[src/dhv_pkg.sv]
`timescale 1ns / 1ps

package dhv_pkg;

	localparam logic [7:0] ChM     = 8'h4D;
	localparam logic [7:0] ChP     = 8'h50;
	localparam logic [7:0] ChThree = 8'h33;
	localparam logic [7:0] ChSpace = 8'h20;
	localparam logic [7:0] ChV     = 8'h56;
	localparam logic [7:0] ChDot   = 8'h2E;
	localparam logic [7:0] ChNl    = 8'h0A;
	localparam logic [7:0] ChB     = 8'h42;
	localparam logic [7:0] ChR     = 8'h52;
	localparam logic [7:0] ChT     = 8'h54;
	localparam logic [7:0] ChNul   = 8'h00;
	localparam logic [7:0] ChZero  = 8'h30;
	localparam logic [7:0] ChNine  = 8'h39;

	typedef enum logic [18:0] {
		ST_START = 19'h00001,
		ST_M     = 19'h00002,
		ST_P     = 19'h00004,
		ST_THREE = 19'h00008,
		ST_P2    = 19'h00010,
		ST_SPACE = 19'h00020,
		ST_V     = 19'h00040,
		ST_MAJOR = 19'h00080,
		ST_DOT   = 19'h00100,
		ST_MINOR = 19'h00200,
		ST_NL1   = 19'h00400,
		ST_ID    = 19'h00800,
		ST_NL2   = 19'h01000,
		ST_PW    = 19'h02000,
		ST_NL3   = 19'h04000,
		ST_B     = 19'h08000,
		ST_CMD   = 19'h10000,
		ST_OK    = 19'h20000,
		ST_ERR   = 19'h40000
	} parse_state_t;

	typedef struct packed {
		logic [7:0] data_byte;
		logic       last_byte;
	} beat_t;

	// one parsed beat handed to the result stage
	typedef struct packed {
		logic fire;
		logic last_byte;
		logic accepted;
	} parse_res_t;

	function automatic logic is_digit(input logic [7:0] c);
		return (c >= ChZero) && (c <= ChNine);
	endfunction

endpackage

[src/dhv_ifs.sv]
`timescale 1ns / 1ps

interface dhv_in_if;
	logic       valid;
	logic       ready;
	logic [7:0] data_byte;
	logic       last_byte;

	modport source (output valid, output data_byte, output last_byte, input ready);
	modport sink (input valid, input data_byte, input last_byte, output ready);
endinterface

interface dhv_out_if;
	logic valid;
	logic ready;
	logic accepted;

	modport source (output valid, output accepted, input ready);
	modport sink (input valid, input accepted, output ready);
endinterface

[src/dhv_parser.sv]
`timescale 1ns / 1ps

module dhv_parser (
	input  logic                clk,
	input  logic                arst_n,
	input  logic                fire,
	input  dhv_pkg::beat_t      beat,
	output dhv_pkg::parse_res_t res
);

	dhv_pkg::parse_state_t state_q;
	dhv_pkg::parse_state_t nxt;
	logic [7:0] c;

	assign c = beat.data_byte;

	always_comb begin
		unique case (state_q)
			dhv_pkg::ST_START: nxt = (c == dhv_pkg::ChM) ? dhv_pkg::ST_M : dhv_pkg::ST_ERR;
			dhv_pkg::ST_M:     nxt = (c == dhv_pkg::ChP) ? dhv_pkg::ST_P : dhv_pkg::ST_ERR;
			dhv_pkg::ST_P:     nxt = (c == dhv_pkg::ChThree) ? dhv_pkg::ST_THREE
			                                                : dhv_pkg::ST_ERR;
			dhv_pkg::ST_THREE: nxt = (c == dhv_pkg::ChP) ? dhv_pkg::ST_P2 : dhv_pkg::ST_ERR;
			dhv_pkg::ST_P2:    nxt = (c == dhv_pkg::ChSpace) ? dhv_pkg::ST_SPACE
			                                                : dhv_pkg::ST_ERR;
			dhv_pkg::ST_SPACE: nxt = (c == dhv_pkg::ChV) ? dhv_pkg::ST_V : dhv_pkg::ST_ERR;
			dhv_pkg::ST_V:     nxt = dhv_pkg::is_digit(c) ? dhv_pkg::ST_MAJOR : dhv_pkg::ST_ERR;
			dhv_pkg::ST_MAJOR: begin
				if (dhv_pkg::is_digit(c)) begin
					nxt = dhv_pkg::ST_MAJOR;
				end else begin
					nxt = (c == dhv_pkg::ChDot) ? dhv_pkg::ST_DOT : dhv_pkg::ST_ERR;
				end
			end
			dhv_pkg::ST_DOT:   nxt = dhv_pkg::is_digit(c) ? dhv_pkg::ST_MINOR : dhv_pkg::ST_ERR;
			dhv_pkg::ST_MINOR: nxt = (c == dhv_pkg::ChNl) ? dhv_pkg::ST_NL1 : dhv_pkg::ST_ERR;
			dhv_pkg::ST_NL1:   nxt = (c != dhv_pkg::ChNl) ? dhv_pkg::ST_ID : dhv_pkg::ST_ERR;
			dhv_pkg::ST_ID:    nxt = (c == dhv_pkg::ChNl) ? dhv_pkg::ST_NL2 : dhv_pkg::ST_ID;
			dhv_pkg::ST_NL2:   nxt = (c != dhv_pkg::ChNl) ? dhv_pkg::ST_PW : dhv_pkg::ST_ERR;
			dhv_pkg::ST_PW:    nxt = (c == dhv_pkg::ChNl) ? dhv_pkg::ST_NL3 : dhv_pkg::ST_PW;
			dhv_pkg::ST_NL3:   nxt = (c == dhv_pkg::ChB) ? dhv_pkg::ST_B : dhv_pkg::ST_ERR;
			dhv_pkg::ST_B:     nxt = (c == dhv_pkg::ChR || c == dhv_pkg::ChT) ? dhv_pkg::ST_CMD
			                                                                 : dhv_pkg::ST_ERR;
			dhv_pkg::ST_CMD:   nxt = (c == dhv_pkg::ChNul) ? dhv_pkg::ST_OK : dhv_pkg::ST_ERR;
			default:           nxt = dhv_pkg::ST_ERR;
		endcase
	end

	always_ff @(posedge clk or negedge arst_n) begin
		if (!arst_n) begin
			state_q <= dhv_pkg::ST_START;
		end else if (fire) begin
			// last beat closes the datagram: rewind for the next one
			state_q <= beat.last_byte ? dhv_pkg::ST_START : nxt;
		end
	end

	assign res.fire      = fire;
	assign res.last_byte = beat.last_byte;
	assign res.accepted  = (nxt == dhv_pkg::ST_OK);

endmodule

[src/dhv_result.sv]
`timescale 1ns / 1ps

module dhv_result (
	input  logic                clk,
	input  logic                arst_n,
	input  dhv_pkg::parse_res_t res,
	output logic                full,
	dhv_out_if.source           out
);

	logic valid_q;
	logic accepted_q;

	always_ff @(posedge clk or negedge arst_n) begin
		if (!arst_n) begin
			valid_q <= 1'b0;
		end else if (res.fire && res.last_byte) begin
			valid_q <= 1'b1;
		end else if (out.ready) begin
			valid_q <= 1'b0;
		end
	end

	always_ff @(posedge clk) begin
		if (res.fire && res.last_byte) begin
			accepted_q <= res.accepted;
		end
	end

	// a held result blocks a new one unless it leaves in the same cycle
	assign full         = valid_q && !out.ready;
	assign out.valid    = valid_q;
	assign out.accepted = accepted_q;

endmodule

[src/datagram_header_validator.sv]
`timescale 1ns / 1ps

// channel | dir | payload              | beat when
// in      | in  | data_byte, last_byte | in.valid && in.ready
// out     | out | accepted             | out.valid && out.ready
//
// One byte per cycle unless a last byte meets a held verdict; a byte waits in the
// input register, and the verdict appears in the result register the cycle after
// the last byte is parsed. Reset (arst_n low) empties both registers and puts the
// parser at the start state. A waiting verdict stalls the input register only when
// it holds another last byte; ordinary bytes keep flowing while out.ready is low.

module datagram_header_validator (
	input  logic      clk,
	input  logic      arst_n,
	dhv_in_if.sink    in,
	dhv_out_if.source out
);

	logic                valid_s1;
	dhv_pkg::beat_t      beat_s1;
	logic                full;
	logic                fire;
	dhv_pkg::parse_res_t res;

	assign fire     = valid_s1 && !(beat_s1.last_byte && full);
	assign in.ready = !valid_s1 || fire;

	always_ff @(posedge clk or negedge arst_n) begin
		if (!arst_n) begin
			valid_s1 <= 1'b0;
		end else if (in.ready) begin
			valid_s1 <= in.valid;
		end
	end

	always_ff @(posedge clk) begin
		if (in.ready && in.valid) begin
			beat_s1.data_byte <= in.data_byte;
			beat_s1.last_byte <= in.last_byte;
		end
	end

	dhv_parser u_parser (
		.clk    (clk),
		.arst_n (arst_n),
		.fire   (fire),
		.beat   (beat_s1),
		.res    (res)
	);

	dhv_result u_result (
		.clk    (clk),
		.arst_n (arst_n),
		.res    (res),
		.full   (full),
		.out    (out)
	);

endmodule

[src/flat_wrapper.sv]
// flat-port wrapper written by rule: the top's interface ports become plain ports
module datagram_header_validator_flat 
  (clk, arst_n, in_valid, in_data_byte, in_last_byte, in_ready, out_valid, out_accepted, out_ready);
  dhv_in_if in_i ();
  dhv_out_if out_i ();
  input  logic clk;
  input  logic arst_n;
  input wire logic [$bits(in_i.valid)-1:0] in_valid;
  input wire logic [$bits(in_i.data_byte)-1:0] in_data_byte;
  input wire logic [$bits(in_i.last_byte)-1:0] in_last_byte;
  output wire logic [$bits(in_i.ready)-1:0] in_ready;
  output wire logic [$bits(out_i.valid)-1:0] out_valid;
  output wire logic [$bits(out_i.accepted)-1:0] out_accepted;
  input wire logic [$bits(out_i.ready)-1:0] out_ready;
  assign in_i.valid = in_valid;
  assign in_i.data_byte = in_data_byte;
  assign in_i.last_byte = in_last_byte;
  assign in_ready = in_i.ready;
  assign out_valid = out_i.valid;
  assign out_accepted = out_i.accepted;
  assign out_i.ready = out_ready;
  datagram_header_validator u_core (.clk(clk), .arst_n(arst_n), .in(in_i), .out(out_i));
endmodule
[config.mk]
export PLATFORM = sky130hd
export DESIGN_NAME = datagram_header_validator_flat
export DESIGN_NICKNAME = d
export VERILOG_FILES = /design/src/dhv_pkg.sv /design/src/dhv_ifs.sv /design/src/dhv_parser.sv /design/src/dhv_result.sv /design/src/datagram_header_validator.sv /design/src/flat_wrapper.sv
export SDC_FILE = /design/constraint.sdc
export NUM_CORES = 1
export LEC_CHECK = 0
export ABC_AREA = 1
export BUFFER_PORTS_ARGS = -buffer_cell sky130_fd_sc_hd__buf_2
export CORE_UTILIZATION = 60
export DETAILED_ROUTE_END_ITERATION = 7
export PLACE_DENSITY_LB_ADDON = 0.05
export SETUP_SLACK_MARGIN = 0.05
export SYNTH_ARGS = -nofsm -noshare
export SYNTH_HDL_FRONTEND = slang
export SYNTH_SLANG_ARGS = --single-unit
[constraint.sdc]
create_clock -name clk -period 3.8 [get_ports clk]
set_input_delay 1.14 -clock clk [delete_from_list [all_inputs] [get_ports clk]]
set_output_delay 1.14 -clock clk [all_outputs]
set_load 0.005 [all_outputs]
# Yosys cells after proc, flatten, opt, wreduce, memory -nomap -nowiden
# Index checks and enable logic that the tools add are counted.
[word_totals]
ff_bits = 31
latch_bits = 0
ram_bits = 0
romBits = 0
inputBits = 13
output_inout_bits = 3
wordCells = 72
memories = 0
[op_classes]
addsub = 0
mul = 0
div_mod_pow = 0
magnitude_cmp = 2
eq_ne = 29
n_shift = 0
muxes = 22
n_bitwise = 0
n_reduce_logical = 13
[op_table]
columns = ["cell", "count"]
rows = [
  ["$mux W19", 17],
  ["$pmux W19 S17", 1],
  ["$eq A8 B7 Y1 const B", 6],
  ["$eq A8 B6 Y1 const B", 3],
  ["$eq A19 B1 Y1 const B", 1],
  ["$eq A19 B10 Y1 const B", 1],
  ["$eq A19 B11 Y1 const B", 1],
  ["$eq A19 B12 Y1 const B", 1],
  ["$eq A19 B13 Y1 const B", 1],
  ["$eq A19 B14 Y1 const B", 1],
  ["$eq A19 B15 Y1 const B", 1],
  ["$eq A19 B16 Y1 const B", 1],
  ["$eq A19 B17 Y1 const B", 1],
  ["$eq A19 B18 Y1 const B", 1],
  ["$eq A19 B2 Y1 const B", 1],
  ["$eq A19 B3 Y1 const B", 1],
  ["$eq A19 B4 Y1 const B", 1],
  ["$eq A19 B5 Y1 const B", 1],
  ["$eq A19 B6 Y1 const B", 1],
  ["$eq A19 B7 Y1 const B", 1],
  ["$eq A19 B8 Y1 const B", 1],
  ["$eq A19 B9 Y1 const B", 1],
  ["$mux W15", 1],
  ["$mux W13", 1],
  ["10 further kinds", 19],
]

# Logic depth before layout (Yosys ltp)
# Gate-level depths: netlist of run 1.
[depth]
ltp_word = 7
ltp_mapped = 14
depth_no_buf = 13

# Hierarchy
# From an unflattened synthesis of run 1, not the netlist that was laid out.
[hier_totals]
hier_cells = 269
area_unflattened_um2 = 1996.9
[by_module_without_submodules]
columns = ["module", "n_inst", "cells_per_inst", "area_each_um2", "seq_area_each_um2"]
rows = [
  ["dhv_parser", 1, 245, 1589.0, 476.7],
  ["datagram_header_validator", 1, 16, 327.8, 295.3],
  ["dhv_result", 1, 8, 80.1, 55.1],
]

# Least setup slack after synthesis of run 1
# Ideal clock, no wire load.
[synth_timing]
path_kind = "in2out"
from = "input out_ready"
to = "output in_ready"
arrival_ns = 1.327
required_time_ns = 2.660
setup_slack_ns = 1.333
cell_stages = 2
path_buffers = 0
cell_sequence = "inv_1 > nand4_1"
[synth_via]
elab_chain_cells = 6
[synth_rtl]
columns = ["element", "line_no", "rtl"]
rows = [
  ["start, declared", "flat_wrapper.sv:14", "input wire logic [$bits(out_i.ready)-1:0] out_ready;"],
  ["$logic_not A1 Y1", "dhv_result.sv:31", "assign full = valid_q && !out.ready;"],
  ["$logic_and A1 B1 Y1", "dhv_result.sv:31", ""],
  ["$logic_and A1 B1 Y1", "datagram_header_validator.sv:26", "assign fire = valid_s1 && !(beat_s1.last_byte && full);"],
  ["$logic_not A1 Y1", "datagram_header_validator.sv:26", ""],
  ["$logic_and A1 B1 Y1", "datagram_header_validator.sv:26", ""],
  ["$logic_or A1 B1 Y1", "datagram_header_validator.sv:27", "assign in.ready = !valid_s1 || fire;"],
  ["end, declared", "flat_wrapper.sv:11", "output wire logic [$bits(in_i.ready)-1:0] in_ready;"],
]
# Every way passes these cells.

# Worst setup path in the final report of run 1
# Same ends and word-level chain as after synthesis.

==> flow_summary.json, run 1 <==
{
  "status": "complete, no violations",
  "holdPathEnd": "u_core.u_parser.state_q[18]",
  "cts_tree": "built",
  "cts_resized": 0,
  "htree_levels": 2,
  "holdPathStages": 2,
  "critical_path_buf_inv_count": 3,
  "cts_buffers": 5,
  "yosys.area.top_type": "dfrtp_1",
  "dpl_worst_slack_ns": 1.07,
  "grt-ovfl-total": 0,
  "power_w": 0.000709,
  "timing.rr.end": "u_core.u_result.out.accepted",
  "postCtsSetupBuffers": 0,
  "ys_warn_count": 0,
  "grt_max_degree": 22,
  "synth_fp_nets": 285,
  "cp-end-kind": "primary output",
  "crit_path_max_incr_delay_ns": 0.17,
  "vias": 1816,
  "fp.dieW_um": 60.9,
  "globalplace.congestion": 0.900,
  "cp_slowest_cell": "buf_2",
  "syn-cell-area_um2": 2080,
  "worst_pin_slew_ns": 0.506,
  "start_util": 0.624,
  "die_h_um": 60.9,
  "dp.final_hpwl_um": 3380,
  "clock_path_buffers": 2,
  "synth_cells": 272,
  "setup_viol": 0,
  "synth_cell_types": 30,
  "critPathTopFamily": "buffers and inverters",
  "multi_input_area_um2": 1060,
  "relSlewSlack": 0.659,
  "grt_pass1_wl_um": 7120,
  "rrSetupSlack_ns": 1.79,
  "min-delay-start": "u_core.u_parser.state_q[18]",
  "drive_gt1_frac": 0.169,
  "final_max_slew_viol_count": 0,
  "antenna_cells": 0,
  "reg2reg_depth": 5,
  "cts.reportedPaths.clkPinSlew_ns": 0.08,
  "postSynthRegisterBits": 31,
  "ant_nets": 0,
  "crit_arrival_ns": 1.59,
  "drc": 0,
  "first_pass_iters": 4,
  "timing.final.ws_setup_ns": 1.07,
  "r2r-start": "u_core.beat_s1[0]",
  "cts_root_buffer": "clkbuf_4",
  "cp_common_cell": "buf_2",
  "post-route-period-util": 0.719,
  "power_density_nw_per_um2": 317,
  "drt_iter0_markers": 119,
  "seqCellArea_um2": 827,
  "worst-setup-path-type": "in2out",
  "crit_path_start_kind": "input pin",
  "fin_crit_ns": 2.73,
  "routed_wl_um": 4400,
  "nFillCells": 294,
  "nNetsFinal": 302,
  "rsz0062_at_grt": "no",
  "cts_hold_buf": 0,
  "critPathMaxFanout": 3,
  "coreArea_um2": 3340,
  "die-area_um2": 3710,
  "ioPinCount": 16,
  "dp_cells": 328,
  "fmax_mhz": 366,
  "cellLeakagePower_nw": 1.06,
  "rows": 21,
  "grt_pass1_vias": 1614,
  "finalHoldViolations": 0,
  "synth.avg_cell_area_um2": 7.65,
  "viasPerCell": 5.40,
  "worst_clock_skew_ns": 0.0195,
  "max-cap-violations": 0,
  "drt-wirelength-per-cell_um": 13.1,
  "io_buffer_count": 15,
  "instances_no_fill": 336,
  "area_growth_pct": 7.33,
  "critPathRequiredTime_ns": 2.66,
  "ys_top_cells_by_area": "dfrtp_1 (24%), edfxtp_1 (14%), nand2_1 (14%)",
  "worst_skew_pair.late_latency_ns": 0.34,
  "holdCritPathClass": "reg2reg",
  "antenna_found_initial": 0,
  "finalSetupTns_ns": 0,
  "vdd_drop_max_mv": 0.224,
  "grt.total_usage": 0.271,
  "path_cells": "buf_2 -> inv_1 -> nand4_1 -> buf_2",
  "yosysSeqAreaShare": 0.397,
  "yosys.area.top_type_share": 0.240,
  "cts_sinks": 31
}
layout make-up:
cell class                      count  area share
Multi-Input combinational cell    196       0.476
Sequential cell                    31       0.370
Inverter                           40      0.0672
Timing Repair Buffer               15      0.0336
Tap cell                           46      0.0258
Clock buffer                        7      0.0246
Clock inverter                      1     0.00224
metal layers:
| layer | wire, um | track usage |
|---|---|---|
| met5 | 0 | 0 |
| met2 | 2050 | 0.432 |
| met3 | 262 | 0.0384 |
| met1 | 2030 | 0.374 |
| met4 | 66 | 0.107 |
cell usage after synthesis:
cell / number
nand2_4: 6
and3_2: 1
o21ai_2: 1
and2_1: 1
nor3_1: 9
nor2_2: 4
nor2_1: 31
nand3b_1: 3
buf_6: 1
clkbuf_1: 1
o31ai_1: 2
o32ai_1: 8
nand2_1: 75
o21ai_0: 8
nor2_4: 8
inv_2: 1
inv_1: 39
dfstp_2: 1
nand3_2: 3
o41ai_1: 3
a22o_1: 1
edfxtp_1: 10
buf_2: 2
nor2_8: 2
nand4_1: 7
dfrtp_1: 20
a211oi_1: 1
nand3_1: 21
o21bai_1: 1
buf_8: 1
cell usage in the layout, fill, tap and decap left out, drive strengths merged, types with 2 or more instances in the layout:
cell type  instances
edfxtp            10
o32ai              8
nand3             24
clkbuf             7
o41ai              3
nand4              7
o21ai              9
nor3               9
nand3b             3
o31ai              2
nand2             81
inv               40
buf               15
dfrtp             20
nor2              45
state kept, by name (all words and copies together) (netlist names):
name / count
u_core.u_result.out.valid: 1
u_core.valid_s1: 1
u_core.u_result.out.accepted: 1
u_core.u_parser.state_q: 19
u_core.beat_s1: 9
cells by family after synthesis:
logic type,count (synthesis),synth area share
AND/OR/NAND/NOR,171,0.423
flip-flops,31,0.397
AO/OA/AOI/OAI,25,0.0883
buffers and inverters,45,0.0913
stage by stage:
step / hold WS [ns] / utilization / instance area, um^2
after CTS: 0.519 / 0.670 / 2230
after floorplan: 0.470 / - / 2080
after global placement: 0.495 / 0.652 / 2170
after detailed placement: 0.499 / 0.652 / 2170
after global routing: 0.556 / 0.670 / 2230
final: 0.512 / 0.670 / 2230
worst max-delay path by stage:
| stage | start | endpoint | slack, ns | cells after the start |
|---|---|---|---|---|
| finish | out_ready | in_ready | 1.07 | 4 |
| detailed placement | out_ready | in_ready | 1.07 | 4 |
| global route | out_ready | in_ready | 1.01 | 4 |
| floorplan | out_ready | in_ready | 1.33 | 2 |
| global placement | out_ready | in_ready | 1.08 | 4 |
| CTS | out_ready | in_ready | 1.07 | 4 |
power breakdown:
part / leakage [nW] / internal [W] / switching [W]
Combinational: 0.643 / 0.0000407 / 0.0000920
Sequential: 0.382 / 0.000359 / 0.00000985
Clock: 0.0353 / 0.0000896 / 0.000118
Total: 1.06 / 0.000490 / 0.000219
worst register-to-register path, stage by stage (launching register included):
cell	delay (ns)
edfxtp_1	0.56
nand3_1	0.15
nand2_1	0.28
inv_1	0.47
nand2_1	0.18
inv_1	0.09
No activity file was read; power rests on OpenSTA's default activity.
==> inputs of run 2 (changes only) <==
--- a/config.mk
+++ b/config.mk
@@ -7,7 +7,7 @@
 export LEC_CHECK = 0
 export ABC_AREA = 1
 export BUFFER_PORTS_ARGS = -buffer_cell sky130_fd_sc_hd__buf_2
-export CORE_UTILIZATION = 60
+export CORE_UTILIZATION = 54
 export DETAILED_ROUTE_END_ITERATION = 7
 export PLACE_DENSITY_LB_ADDON = 0.05
 export SETUP_SLACK_MARGIN = 0.05
==> constraint.sdc (replaced) <==
create_clock -name clk -period 2.25 [get_ports clk]
set_input_delay 0.675 -clock clk [delete_from_list [all_inputs] [get_ports clk]]
set_output_delay 0.675 -clock clk [all_outputs]
set_load 0.005 [all_outputs]
==> run 2 against run 1 <==
Compared with the run above:
- via count shrank 2.1%
- power grew 81%
- design area grew 1.9%
- combinational power grew 70%
- sequential power grew 69%
- global-route usage shrank 2.6 points
- die area grew 11%
- final cell count grew 1.2%
- flip-flop and latch count is the same
- register-to-register slack lost 1.3 ns
- core utilization shrank 5.2 points
==> flow_summary.json, run 2 (synthesis gave the netlist of run 1 again) <==
{
  "critPathTopFamily": "flip-flops",
  "start_util": 0.564,
  "cts_root_buffer": "clkbuf_8",
  "die-area_um2": 4110,
  "drt_iter0_markers": 120,
  "fmax_mhz": 538,
  "power_density_nw_per_um2": 565,
  "critPathRequiredTime_ns": 1.57,
  "p_comb_frac": 0.176,
  "reg_top3": "u_core.u_parser.state_q (19), u_core.beat_s1 (9)",
  "worst_pin_slew_ns": 0.470,
  "status": "complete, no violations",
  "pwr-share-seq": 0.485,
  "first_pass_iters": 4,
  "grt_pass1_vias": 1640,
  "grt_pass1_wl_um": 7470,
  "nNetsFinal": 304,
  "p_int_w": 0.000897,
  "routed_wl_um": 4330,
  "rsz0062_at_grt": "no",
  "crit_arrival_ns": 1.18,
  "globalplace.congestion": 0.875,
  "vias": 1778,
  "critPathMaxFanout": 8,
  "dp.final_hpwl_um": 3360,
  "layout_common_cells": "nand2_1 (75), inv_1 (39), nor2_1 (31), nand3_1 (21), dfrtp_1 (20)",
  "clkPwrFrac": 0.339,
  "antenna_found_initial": 0,
  "fin_crit_ns": 1.86,
  "clock_path_buffers": 2,
  "worst_skew_pair.late_latency_ns": 0.29,
  "cts_tree": "built",
  "power_switching_share": 0.303,
  "cellLeakagePower_nw": 1.08,
  "cts_resized": 0,
  "coreArea_um2": 3690,
  "cp_slowest_cell": "edfxtp_1",
  "power_w": 0.00129,
  "area_growth_pct": 9.37,
  "max_flop_register": "u_core.u_parser.state_q",
  "worst_clock_skew_ns": 0.00581,
  "cp-end-kind": "primary output",
  "grt-ovfl-total": 0,
  "fp.dieW_um": 64.1,
  "holdCritPathClass": "in2async",
  "relSlewSlack": 0.687,
  "setup_viol": 0,
  "post-route-period-util": 0.826,
  "drc": 0,
  "crit_path_max_incr_delay_ns": 0.54,
  "critical_path_buf_inv_count": 1,
  "io_buffer_count": 15,
  "cts_sinks": 31,
  "final_common_cell": "nand2_1",
  "cts.reportedPaths.clkPinSlew_ns": 0.07,
  "die_h_um": 64.1,
  "grt_max_degree": 22,
  "drive_gt1_frac": 0.175,
  "ant_nets": 0,
  "p_sw_w": 0.000390,
  "max-cap-violations": 0,
  "post-route-util": 0.617,
  "worst-setup-path-type": "reg2out",
  "antenna_cells": 0,
  "finalSetupTns_ns": 0,
  "timing.final.ws_setup_ns": 0.391,
  "largest_reg_flops": 19,
  "rows": 22,
  "cts_hold_buf": 0,
  "postCtsSetupBuffers": 0,
  "htree_levels": 2,
  "grt.total_usage": 0.245,
  "cts_buffers": 5,
  "final_max_slew_viol_count": 0,
  "drt-wirelength-per-cell_um": 12.7,
  "crit_path_start_kind": "flip-flop",
  "dpl_worst_slack_ns": 0.330,
  "viasPerCell": 5.23,
  "path_cells": "nand4_1 -> buf_2",
  "ioPinCount": 16,
  "finalHoldViolations": 0,
  "vdd_drop_max_mv": 0.348
}
-- run 2: final cells by class --
class	instances	area (um^2)
Clock buffer	6	72.6
Tap cell	48	60.1
Sequential cell	31	827
Inverter	40	150
Timing Repair Buffer	17	90.1
Multi-Input combinational cell	196	1060
Fill cell	348	1410
Clock inverter	2	12.5
-- run 2: path summary, 6_finish.rpt --
| path | end | cells past startpoint | slack (ns) | startpoint |
|---|---|---|---|---|
| worst max register to register | u_core.u_parser.state_q[18] | 12 | 0.49 | u_core.u_parser.state_q[9] |
| worst max-delay path | in_ready | 2 | 0.39 | u_core.beat_s1[0] |
| worst min register to register | u_core.u_parser.state_q[18] | 2 | 0.52 | u_core.u_parser.state_q[18] |
| min in group clk | u_core.u_parser.state_q[18] | 2 | 0.52 | u_core.u_parser.state_q[18] |
| worst min-delay path | u_core.u_parser.state_q[5] | 1 | 0.33 | arst_n |
| max in group asynchronous | u_core.u_parser.state_q[0] | 1 | 1.56 | arst_n |
-- run 2: metal layers --
metal	track usage	vias to the layer above	part of all wire
met5	0	-	0
met4	0.0833	0	0.018
met3	0.0536	10	0.042
met2	0.384	37	0.46
met1	0.334	799	0.48
li1	-	932	-
-- run 2: worst reg2reg max path, delay by kind of cell (launching register included) --
kind,cells,cell delay (ns)
flip-flops,1,0.42
buffers and inverters,1,0.09
AND/OR/NAND/NOR,11,1.15
-- run 2: per-stage QoR --
step	area (um^2)	std cells	hold slack, ns
floorplan	2080	272	0.379
global placement	2190	332	0.486
detailed placement	2190	332	0.495
CTS	2280	340	0.345
global route	2280	340	0.362
finish	2280	340	0.330
-- run 2: power by group through the flow --
stage	Sequential, W	Combinational, W	Clock (W)
3_5_place_dp	0.000635	0.000226	0
2_1_floorplan	0.000630	0.000176	0
3_3_place_gp	0.000635	0.000224	0
5_1_grt	0.000626	0.000252	0.000471
6_report	0.000624	0.000226	0.000436
4_1_cts	0.000624	0.000226	0.000450
==> inputs of run 3 (changes only) <==
==> constraint.sdc (replaced) <==
create_clock -name clk -period 1.6 [get_ports clk]
set_input_delay 0.48 -clock clk [delete_from_list [all_inputs] [get_ports clk]]
set_output_delay 0.48 -clock clk [all_outputs]
set_load 0.005 [all_outputs]
==> run 3 against run 2 <==
Compared with the run above:
- the flow now finishes with violations (setup timing)
- critical path depth up 11
- core utilization up 13 points
- via count rose by 14%
- non-clock buffer count up 39
- global-route usage is 3.2 points higher
- hold slack got worse by 0.19 ns
- worst setup slack worse by 0.43 ns
- sequential power grew 40%
- critical endpoint is now u_core.u_parser.state_q[18]
- largest power group unchanged
==> flow_summary.json, run 3 (synthesis gave the netlist of run 1 again) <==
{
  "status": "finished, violations left",
  "violations": "setup timing",
  "vdd_drop_max_mv": 0.770,
  "worst-setup-path-type": "reg2reg",
  "clock_path_buffers": 2,
  "worst_skew_pair.late_latency_ns": 0.28,
  "viasPerCell": 5.34,
  "drt-wirelength-per-cell_um": 13.4,
  "layout_common_cells": "nand2_1 (72), inv_1 (39), buf_4 (36), nor2_1 (27), dfrtp_1 (20)",
  "dp_cells": 358,
  "critical_path_depth": 13,
  "cp_slowest_cell": "dfrtp_1",
  "rsz0062_at_grt": "yes",
  "die_h_um": 64.1,
  "grt-ovfl-total": 0,
  "cts_buffers": 5,
  "crit_arrival_ns": 1.81,
  "reg_top3": "u_core.u_parser.state_q (19), u_core.beat_s1 (9)",
  "fmax_mhz": 612,
  "antenna_cells": 0,
  "finalHoldViolations": 0,
  "path_cells": "nor2_4 -> nand2_4 -> nor2_4 -> buf_4 -> nand3_1 -> nand2_1 -> inv_1 -> nand2_1 -> nor2_1 -> nand3_2 -> nand2_1 -> nand2_1 -> nand2_1",
  "final_common_cell": "nand2_1",
  "rows": 22,
  "max_flop_register": "u_core.u_parser.state_q",
  "first_pass_iters": 4,
  "io_buffer_count": 15,
  "final_max_slew_viol_count": 0,
  "holdCritPathClass": "in2async",
  "critPathTopFamily": "simple AND/OR/NAND/NOR gates",
  "rrSetupSlack_ns": -0.04,
  "reg2reg_depth": 13,
  "power_density_nw_per_um2": 768,
  "critPathRequiredTime_ns": 1.78,
  "cts.reportedPaths.clkPinSlew_ns": 0.07,
  "grt_pass1_wl_um": 8600,
  "placed_cell_area_um2": 2400,
  "timing.final.ws_setup_ns": -0.0353,
  "fp.dieW_um": 64.1,
  "critical_path_buf_inv_count": 2,
  "cts_tree": "built",
  "timing.rr.end": "u_core.u_parser.state_q[18]",
  "finalSetupTns_ns": -0.0353,
  "dpl_worst_slack_ns": -0.0730,
  "relSlewSlack": 0.674,
  "routed_wl_um": 5090,
  "cellLeakagePower_nw": 1.31,
  "design_area_um2": 2760,
  "drive_gt1_frac": 0.334,
  "ant_nets": 0,
  "cts_sinks": 31,
  "grt_pass1_vias": 2027,
  "worst_pin_slew_ns": 0.484,
  "worst_clock_skew_ns": 0.00431,
  "post-route-period-util": 1.02,
  "cp-end-kind": "flip-flop",
  "nNetsFinal": 344,
  "grt.total_usage": 0.276,
  "crit_path_max_incr_delay_ns": 0.41,
  "instances_no_fill": 380,
  "drt_iter0_markers": 124,
  "dp.final_hpwl_um": 3700,
  "antenna_found_initial": 0,
  "cts_root_buffer": "clkbuf_8",
  "whs_ns": 0.143,
  "start_util": 0.564,
  "largest_reg_flops": 19,
  "area_growth_pct": 32.6,
  "grt_max_degree": 22,
  "drc": 0,
  "fin_crit_ns": 1.64,
  "nFillCells": 285,
  "vias": 2028,
  "coreArea_um2": 3690,
  "die-area_um2": 4110,
  "crit_path_start_kind": "flip-flop",
  "r2r-start": "u_core.u_parser.state_q[17]",
  "ioPinCount": 16,
  "critPathMaxFanout": 5,
  "setup_viol": 1,
  "htree_levels": 2,
  "cts_hold_buf": 0,
  "max-cap-violations": 0,
  "globalplace.congestion": 0.899,
  "cp_common_cell": "nand2_1"
}
## run 3: cell count changes in the layout (fill, tap and decap cells not counted), moves of 4 or more
cell     previous run  this run
buf_4               2        36
o32ai_2             0         5
nand3_1            21        17
nor2_4              8        13
o32ai_1             8         3
nor2_1             31        27
nand3_2             3         7
## run 3: metal layers
layer | global-route usage | part of all wire
met3 | 0.0607 | 0.059
met1 | 0.337 | 0.42
met5 | 0 | 0
met2 | 0.464 | 0.50
met4 | 0.128 | 0.020
## run 3: where the power goes
| group | switching [W] | internal (W) |
|---|---|---|
| clock | 0.000293 | 0.000503 |
| combinational | 0.000263 | 0.000185 |
| sequential | 0.0000208 | 0.000854 |
| total | 0.000577 | 0.00154 |
## run 3: cell type report
| class | count | area (um^2) | area share |
|---|---|---|---|
| sequential | 31 | 827 | 0.300 |
| timing repair buffer | 56 | 419 | 0.152 |
| multi-input combinational | 197 | 1190 | 0.430 |
| clock inverter | 2 | 35.0 | 0.0127 |
| clock buffer | 6 | 82.6 | 0.0299 |
| tap | 48 | 60.1 | 0.0218 |
| inverter | 40 | 150 | 0.0544 |
## run 3: repair_timing
item / CTS / global route
buffers inserted: 9 / 4
pin swaps: 15 / 10
endpoints found under the setup margin: 5 / 13
gates resized for setup: 15 / 12
gates cloned: 1 / 0
## run 3: through the flow
stage / power [W] / utilization
6_report: 0.00212 / 0.748
5_1_grt: 0.00220 / 0.748
4_1_cts: 0.00210 / 0.722
3_5_place_dp: 0.00125 / 0.651
3_3_place_gp: 0.00125 / 0.651
2_1_floorplan: 0.00113 / -
## run 3: worst reg2reg max path, delay by kind of cell (launching register included)
family / cells / cell delay [ns]
flops: 1 / 0.41
simple gates: 11 / 0.96
buf+inv: 2 / 0.16
## run 3: how the worst max path moves through the flow
| stage | from | to | slack, ns |
|---|---|---|---|
| after floorplan | u_core.u_parser.state_q[2] | u_core.u_parser.state_q[18] | 0.14 |
| after global placement | u_core.u_parser.state_q[5] | u_core.u_parser.state_q[18] | -0.01 |
| after detailed placement | u_core.u_parser.state_q[4] | u_core.u_parser.state_q[18] | -0.07 |
| after CTS | u_core.u_parser.state_q[13] | u_core.u_parser.state_q[18] | 0.003 |
| after global routing | u_core.beat_s1[1] | u_core.u_parser.state_q[18] | -0.16 |
| final | u_core.u_parser.state_q[17] | u_core.u_parser.state_q[18] | -0.04 |
